### config.mk
export PLATFORM = sky130hd
export DESIGN_NAME = json_pretty_printer_flat
export DESIGN_NICKNAME = d
export VERILOG_FILES = /design/src/design/jpp_pkg.sv /design/src/design/jpp_if.sv /design/src/design/json_pretty_printer.sv /design/src/design/jpp_classify.sv /design/src/design/jpp_emitter.sv /design/src/flat_wrapper.sv
export SDC_FILE = /design/constraint.sdc
export NUM_CORES = 1
export LEC_CHECK = 0
export ABC_AREA = 1
export BUFFER_PORTS_ARGS = -buffer_cell sky130_fd_sc_hd__buf_2
export CORE_MARGIN = 4
export CORE_UTILIZATION = 49
export CTS_CLUSTER_DIAMETER = 30
export DETAILED_ROUTE_END_ITERATION = 6
export PLACE_DENSITY = 0.78
export SYNTH_ARGS = -nofsm -noshare
export SYNTH_HDL_FRONTEND = slang
export SYNTH_HIERARCHICAL = 1
export SYNTH_SLANG_ARGS = --single-unit
### constraint.sdc
create_clock -name i_clk -period 4.6 [get_ports i_clk]
set_input_delay 0.23 -clock i_clk [delete_from_list [all_inputs] [get_ports i_clk]]
set_output_delay 0.23 -clock i_clk [all_outputs]
set_load 0.01 [all_outputs]
### src/design/jpp_pkg.sv
// ----------------------------------------------------------------------------
// jpp_pkg
// Shared types and constants for the JSON pretty printer: character codes,
// the run descriptor handed from the classifier to the emitter, and the
// emitter phase encoding.
// ----------------------------------------------------------------------------
package jpp_pkg;

    localparam int MAX_DEPTH_DEF = 62;

    localparam logic [7:0] CH_SPACE  = 8'h20;
    localparam logic [7:0] CH_TAB    = 8'h09;
    localparam logic [7:0] CH_LF     = 8'h0A;
    localparam logic [7:0] CH_CR     = 8'h0D;
    localparam logic [7:0] CH_LBRACE = 8'h7B;
    localparam logic [7:0] CH_LBRACK = 8'h5B;
    localparam logic [7:0] CH_RBRACE = 8'h7D;
    localparam logic [7:0] CH_RBRACK = 8'h5D;
    localparam logic [7:0] CH_COLON  = 8'h3A;
    localparam logic [7:0] CH_COMMA  = 8'h2C;
    localparam logic [7:0] CH_QUOTE  = 8'h22;
    localparam logic [7:0] CH_BSLASH = 8'h5C;

    // One output run: [head] [newline] [tabs...] [tail].
    typedef struct packed {
        logic [7:0] head;
        logic       has_head;
        logic       has_lf;
        logic [7:0] tail;
        logic       has_tail;
    } t_run;

    typedef enum logic [1:0] {
        PH_HEAD,
        PH_LF,
        PH_TABS,
        PH_TAIL
    } t_phase;

endpackage

### src/design/jpp_if.sv
// ----------------------------------------------------------------------------
// jpp_if
// Valid/ready channel interfaces for the input text bytes and the indented
// output bytes.
// ----------------------------------------------------------------------------
interface jpp_in_if;
    logic       valid;
    logic       ready;
    logic [7:0] text_byte;
    logic       first_of_text;

    modport source (output valid, output text_byte, output first_of_text, input ready);
    modport sink   (input valid, input text_byte, input first_of_text, output ready);
endinterface

interface jpp_out_if;
    logic       valid;
    logic       ready;
    logic [7:0] out_byte;
    logic       last_of_run;

    modport source (output valid, output out_byte, output last_of_run, input ready);
    modport sink   (input valid, input out_byte, input last_of_run, output ready);
endinterface

### src/design/json_pretty_printer.sv
// ----------------------------------------------------------------------------
// json_pretty_printer
// Re-indents compact JSON text with tabs, one input byte per beat.
// ----------------------------------------------------------------------------
// The input channel i_in carries text bytes; first_of_text set on a beat
// clears the nesting depth and string state before that byte is handled.
// The output channel o_out carries the indented text, one byte per beat,
// with last_of_run set on the final beat caused by each input byte.
// Whitespace outside strings is accepted and produces no output beat.
// An input byte is classified in the cycle it is accepted, and its first
// output beat is shown in the next cycle.
// An input byte that yields several output beats holds the output register
// until the final beat of its run is taken, and the next input beat is
// accepted in that cycle, so single-byte runs flow at one beat per cycle
// while ready is high. The longest run is MAX_DEPTH plus two beats.
// When the receiver holds ready low, the current output beat stays on the
// port and the input channel waits until the run's final beat is taken.
// A synchronous active-low reset clears the depth, the string state and the
// output valid flag; no beat is pending after reset.
// ----------------------------------------------------------------------------
module json_pretty_printer #(
    parameter int MAX_DEPTH = jpp_pkg::MAX_DEPTH_DEF
) (
    input  logic      i_clk,
    input  logic      i_rst_n,
    jpp_in_if.sink    i_in,
    jpp_out_if.source o_out
);
    import jpp_pkg::*;

    localparam int DW = $clog2(MAX_DEPTH + 1);

    t_run          run;
    logic [DW-1:0] tabs;
    logic          drop;
    logic          take;
    logic          fire;

    assign fire       = i_in.valid && take;
    assign i_in.ready = take;

    jpp_classify #(
        .MAX_DEPTH (MAX_DEPTH),
        .DW        (DW)
    ) u_classify (
        .i_clk           (i_clk),
        .i_rst_n         (i_rst_n),
        .i_fire          (fire),
        .i_text_byte     (i_in.text_byte),
        .i_first_of_text (i_in.first_of_text),
        .o_run           (run),
        .o_tabs          (tabs),
        .o_drop          (drop)
    );

    jpp_emitter #(
        .DW (DW)
    ) u_emitter (
        .i_clk       (i_clk),
        .i_rst_n     (i_rst_n),
        .i_load      (fire && !drop),
        .i_run       (run),
        .i_tabs      (tabs),
        .i_out_ready (o_out.ready),
        .o_take      (take),
        .o_out_valid (o_out.valid),
        .o_out_byte  (o_out.out_byte),
        .o_last      (o_out.last_of_run)
    );

endmodule

### src/design/jpp_classify.sv
// ----------------------------------------------------------------------------
// jpp_classify
// Holds the nesting depth and string state, and turns each accepted input
// byte into a run descriptor for the emitter.
// ----------------------------------------------------------------------------
module jpp_classify #(
    parameter int MAX_DEPTH = jpp_pkg::MAX_DEPTH_DEF,
    parameter int DW        = $clog2(MAX_DEPTH + 1)
) (
    input  logic           i_clk,
    input  logic           i_rst_n,
    input  logic           i_fire,
    input  logic [7:0]     i_text_byte,
    input  logic           i_first_of_text,
    output jpp_pkg::t_run  o_run,
    output logic [DW-1:0]  o_tabs,
    output logic           o_drop
);
    import jpp_pkg::*;

    localparam logic [DW-1:0] DEPTH_TOP = DW'(MAX_DEPTH);

    logic [DW-1:0] r_depth, n_depth;
    logic          r_in_str, n_in_str;
    logic          r_esc, n_esc;

    logic [DW-1:0] cur_depth;
    logic          cur_in_str;
    logic          cur_esc;

    always_comb begin
        cur_depth  = i_first_of_text ? '0   : r_depth;
        cur_in_str = i_first_of_text ? 1'b0 : r_in_str;
        cur_esc    = i_first_of_text ? 1'b0 : r_esc;

        n_depth  = cur_depth;
        n_in_str = cur_in_str;
        n_esc    = cur_esc;

        o_run.head     = i_text_byte;
        o_run.has_head = 1'b1;
        o_run.has_lf   = 1'b0;
        o_run.tail     = i_text_byte;
        o_run.has_tail = 1'b0;
        o_tabs         = '0;
        o_drop         = 1'b0;

        if (cur_in_str) begin
            if (cur_esc) begin
                n_esc = 1'b0;
            end else if (i_text_byte == CH_BSLASH) begin
                n_esc = 1'b1;
            end else if (i_text_byte == CH_QUOTE) begin
                n_in_str = 1'b0;
            end
        end else begin
            case (i_text_byte)
                CH_SPACE, CH_TAB, CH_LF, CH_CR: begin
                    o_drop = 1'b1;
                end
                CH_LBRACE, CH_LBRACK: begin
                    if (cur_depth < DEPTH_TOP) begin
                        n_depth = cur_depth + 1'b1;
                    end
                    o_run.has_lf = 1'b1;
                    o_tabs       = n_depth;
                end
                CH_RBRACE, CH_RBRACK: begin
                    if (cur_depth != '0) begin
                        n_depth = cur_depth - 1'b1;
                    end
                    o_run.has_head = 1'b0;
                    o_run.has_lf   = 1'b1;
                    o_run.has_tail = 1'b1;
                    o_tabs         = n_depth;
                end
                CH_COLON: begin
                    o_run.tail     = CH_SPACE;
                    o_run.has_tail = 1'b1;
                end
                CH_COMMA: begin
                    o_run.has_lf = 1'b1;
                    o_tabs       = cur_depth;
                end
                CH_QUOTE: begin
                    n_in_str = 1'b1;
                    n_esc    = 1'b0;
                end
                default: begin
                end
            endcase
        end
    end

    always_ff @(posedge i_clk) begin
        if (!i_rst_n) begin
            r_depth  <= '0;
            r_in_str <= 1'b0;
            r_esc    <= 1'b0;
        end else if (i_fire) begin
            r_depth  <= n_depth;
            r_in_str <= n_in_str;
            r_esc    <= n_esc;
        end
    end

endmodule

### src/design/jpp_emitter.sv
// ----------------------------------------------------------------------------
// jpp_emitter
// Holds one run descriptor and plays it out as output beats, one byte per
// cycle while the receiver is ready, marking the final beat of the run.
// ----------------------------------------------------------------------------
module jpp_emitter #(
    parameter int DW = 6
) (
    input  logic           i_clk,
    input  logic           i_rst_n,
    input  logic           i_load,
    input  jpp_pkg::t_run  i_run,
    input  logic [DW-1:0]  i_tabs,
    input  logic           i_out_ready,
    output logic           o_take,
    output logic           o_out_valid,
    output logic [7:0]     o_out_byte,
    output logic           o_last
);
    import jpp_pkg::*;

    logic          r_valid, n_valid;
    t_phase        r_phase, n_phase;
    t_run          r_run, n_run;
    logic [DW-1:0] r_tabs, n_tabs;

    t_phase        adv_phase;
    t_phase        start_phase;
    logic          out_fire;

    always_comb begin
        case (r_phase)
            PH_HEAD: begin
                if (r_run.has_lf) begin
                    adv_phase = PH_LF;
                end else if (r_tabs != '0) begin
                    adv_phase = PH_TABS;
                end else begin
                    adv_phase = PH_TAIL;
                end
            end
            PH_LF: begin
                adv_phase = (r_tabs != '0) ? PH_TABS : PH_TAIL;
            end
            PH_TABS: begin
                adv_phase = (r_tabs != DW'(1)) ? PH_TABS : PH_TAIL;
            end
            default: begin
                adv_phase = PH_TAIL;
            end
        endcase

        if (i_run.has_head) begin
            start_phase = PH_HEAD;
        end else if (i_run.has_lf) begin
            start_phase = PH_LF;
        end else begin
            start_phase = PH_TAIL;
        end
    end

    always_comb begin
        case (r_phase)
            PH_HEAD: o_out_byte = r_run.head;
            PH_LF:   o_out_byte = CH_LF;
            PH_TABS: o_out_byte = CH_TAB;
            PH_TAIL: o_out_byte = r_run.tail;
            default: o_out_byte = r_run.tail;
        endcase
        o_last      = (r_phase == PH_TAIL) || (adv_phase == PH_TAIL && !r_run.has_tail);
        o_out_valid = r_valid;
        out_fire    = r_valid && i_out_ready;
        o_take      = !r_valid || (i_out_ready && o_last);
    end

    always_comb begin
        n_valid = r_valid;
        n_phase = r_phase;
        n_run   = r_run;
        n_tabs  = r_tabs;
        if (i_load) begin
            n_valid = 1'b1;
            n_phase = start_phase;
            n_run   = i_run;
            n_tabs  = i_tabs;
        end else if (out_fire) begin
            if (o_last) begin
                n_valid = 1'b0;
            end else begin
                n_phase = adv_phase;
                if (r_phase == PH_TABS) begin
                    n_tabs = r_tabs - 1'b1;
                end
            end
        end
    end

    always_ff @(posedge i_clk) begin
        if (!i_rst_n) begin
            r_valid <= 1'b0;
            r_phase <= PH_HEAD;
        end else begin
            r_valid <= n_valid;
            r_phase <= n_phase;
        end
    end

    always_ff @(posedge i_clk) begin
        r_run  <= n_run;
        r_tabs <= n_tabs;
    end

endmodule

### src/flat_wrapper.sv
// flat-port wrapper written by rule: the top's interface ports become plain ports
module json_pretty_printer_flat import jpp_pkg::*;
#(
    parameter int MAX_DEPTH = jpp_pkg::MAX_DEPTH_DEF
)
  (i_clk, i_rst_n, i_in_valid, i_in_text_byte, i_in_first_of_text, i_in_ready, o_out_valid, o_out_out_byte, o_out_last_of_run, o_out_ready);
  jpp_in_if i_in_i ();
  jpp_out_if o_out_i ();
  input  logic i_clk;
  input  logic i_rst_n;
  input wire logic [$bits(i_in_i.valid)-1:0] i_in_valid;
  input wire logic [$bits(i_in_i.text_byte)-1:0] i_in_text_byte;
  input wire logic [$bits(i_in_i.first_of_text)-1:0] i_in_first_of_text;
  output wire logic [$bits(i_in_i.ready)-1:0] i_in_ready;
  output wire logic [$bits(o_out_i.valid)-1:0] o_out_valid;
  output wire logic [$bits(o_out_i.out_byte)-1:0] o_out_out_byte;
  output wire logic [$bits(o_out_i.last_of_run)-1:0] o_out_last_of_run;
  input wire logic [$bits(o_out_i.ready)-1:0] o_out_ready;
  assign i_in_i.valid = i_in_valid;
  assign i_in_i.text_byte = i_in_text_byte;
  assign i_in_i.first_of_text = i_in_first_of_text;
  assign i_in_ready = i_in_i.ready;
  assign o_out_valid = o_out_i.valid;
  assign o_out_out_byte = o_out_i.out_byte;
  assign o_out_last_of_run = o_out_i.last_of_run;
  assign o_out_i.ready = o_out_ready;
  json_pretty_printer #(.MAX_DEPTH(MAX_DEPTH)) u_core (.i_clk(i_clk), .i_rst_n(i_rst_n), .i_in(i_in_i), .o_out(o_out_i));
endmodule
==> metrics.cfg <==
[placed_design]
placedInstanceArea_mm2 = 0.00258
place.gp.congestion = 0.952
dp_hpwl_um = 4100
dp_slack_ns = 2.24
placement.io_buffers = 23

[logic_synthesis]
syn-instance-count = 347
ys_seq_elements = 35
syn-mean-instance-area_um2 = 7.18
synth.cell_area_mm2 = 0.00249
ys.warnings.count = 6
synthesis.nets = 371
seq_area_frac_synth = 0.378
synth_cell_types = 31

[critical_path]
startpoint_type = flop
cp_common_cell = nand2_1
crit_required_ns = 4.55
crit_path_top_delay_cell = dfxtp_1
worstSetupEndpointType = flop
path_class = flop to flop
path_cells = inv_1 -> ha_1 -> inv_1 -> o21ai_1 -> nor2_1 -> nor2_2 -> nand2_2 -> nand2_1 -> nand2_1 -> nand2_1 -> nand2_1 -> nor2_2 -> inv_1 -> o21ai_0
cp.arrival_ns = 2.38
critPathMaxFanout = 7
critPathMaxStageDelay_ns = 0.41

[clock_network]
clock-sinks = 35
post-cts-setup-buffers = 0
cts_buffers = 5
cts_buffer_depth = 2
clock_latency_ns = 0.29
root_buffer = clkbuf_8
cts_tree = yes
h-tree-depth = 2
ctsHoldBuffers = 0
clk_pin_slew_ns = 0.07
post_cts_resized = 0

[route]
antenna_left = 0
wire_per_inst_um = 12.7
routed_via_density = 5.17
routed_wl_um = 5430
drc = 0
first_iter_violations = 161
via_count = 2207
dr.pass1.iters = 5

[power]
max-vdd-ir-drop_uv = 282
leakage_nw = 1.31
power_uw = 858
power_density_mw_per_mm2 = 318

[die]
dieArea_mm2 = 0.00629
start_util = 0.517
num_io_pins = 24
die-width_um = 79.3
die_y_um = 79.3
rows = 25
core_area_mm2 = 0.00482

[sta]
tightest_slew_ns = 0.784
min_period_over_period = 0.529
max_freq_ghz = 0.411
setup_tns_ns = 0
final-hold-violation-count = 0
fin_ws_ns = 2.17
slew_viol_final = 0
finalClockSkew_ns = 0.00504
setup_viol = 0
min_period_ns = 2.43
relSlewSlack = 0.472
grt_setup_unrepaired = false

[cells_and_area]
fill_cells = 452
fin_nets = 383
final_util = 0.560
final_common_cell = nand2_1
design_area_mm2 = 0.00270
final_cell_mix = nand2_1 (87), inv_1 (42), nor2_1 (37)
area_growth_syn_to_layout_pct = 8.29
drive_gt1_frac = 0.164
antenna_cells = 0

[global_routing]
gr-total-overflow = 0
grt_pass1_vias = 2028
grt_max_degree = 31
track_usage = 0.193
grt_pass1_wl_um = 9550
antenna_found_initial = 0

[hold_path]
hold_path.class = primary input to flop

[job]
cap_violations = 0

[outcome]
status = finished clean

[worst max-delay path: cells and delay by family (launching register included)]
family                   cells  cell delay (ns)
adder cells (fa/ha/maj)      1             0.23
buffers and inverters        3             0.36
AO/OA/AOI/OAI                2             0.39
flip-flops                   1             0.41
AND/OR/NAND/NOR              8             0.70
[final timing paths]
kind,cells after the start,slack (ns),to,start
worst max-delay path,14,2.17,u_core/u_emitter/r_tabs[2],u_core/u_emitter/r_phase[0]
worst min-delay path,1,0.16,u_core/u_emitter/r_run[6],i_in_text_byte[5]
worst max register to register,14,2.17,u_core/u_emitter/r_tabs[2],u_core/u_emitter/r_phase[0]
worst min register to register,2,0.54,u_core/u_classify/r_depth[1],u_core/u_classify/r_depth[1]
[registers in the layout, indices dropped and copies added (netlist names)]
register and flops:
u_core/u_classify/r_esc 1, u_core/u_emitter/r_tabs 6, u_core/u_classify/r_depth 6, u_core/u_emitter/r_run 18, u_core/u_emitter/o_out_valid 1, u_core/u_classify/r_in_str 1, u_core/u_emitter/r_phase 2
[per-stage QoR]
step | hold WS [ns] | instances
3_3_place_gp | 0.455 | 419
3_5_place_dp | 0.457 | 419
4_1_cts | 0.156 | 427
2_1_floorplan | 0.350 | 347
6_report | 0.162 | 427
5_1_grt | 0.157 | 427
[final cells by class]
type | count | area, um^2 | share of cell area
multi-input combinational | 244 | 1250 | 0.465
clock buffer | 5 | 68.8 | 0.0255
clock inverter | 3 | 43.8 | 0.0162
timing repair buffer | 24 | 123 | 0.0455
tap | 67 | 83.8 | 0.0311
sequential | 35 | 941 | 0.349
inverter | 49 | 184 | 0.0682
[report_power, final]
| part | switching (mW) | internal, mW |
|---|---|---|
| registers | 0.0197 | 0.371 |
| clock network | 0.115 | 0.161 |
| logic | 0.125 | 0.0660 |
[per-layer routing]
metal	share of wire	up-vias	wire, um	GRT usage
met5	0	-	0	0
met4	0.017	0	91	0.0601
met3	0.068	11	367	0.0397
met2	0.45	84	2460	0.317
met1	0.46	974	2510	0.254
li1	-	1138	-	-
[cell usage after synthesis, drive strengths merged]
cell / count / area [um^2]
a21oi: 16 / 80.1
o22ai: 1 / 6.26
xnor2: 2 / 17.5
edfxtp: 24 / 721
nor2: 42 / 175
dfxtp: 11 / 220
o211ai: 2 / 15.0
o21ai: 26 / 138
buf: 10 / 78.8
inv: 49 / 184
a31oi: 2 / 27.5
o21bai: 2 / 15.0
nor3: 1 / 5.00
clkbuf: 9 / 33.8
a21boi: 1 / 7.51
ha: 11 / 138
nand4: 5 / 31.3
nand2: 96 / 388
nand3: 34 / 185
xor2: 2 / 17.5
o21a: 1 / 7.51
[kinds of logic (layout without fill, tap and decap cells)]
kind of cell    count (synthesis)  count (layout)  share of synthesized area
buf+inv                        68              81                      0.119
xor+xnor                        4               4                     0.0141
compound gates                 51              51                      0.119
fa+ha+maj                      11              11                     0.0552
simple gates                  178             178                      0.315
flops                          35              35                      0.378
No activity file was read; power rests on OpenSTA's default activity.
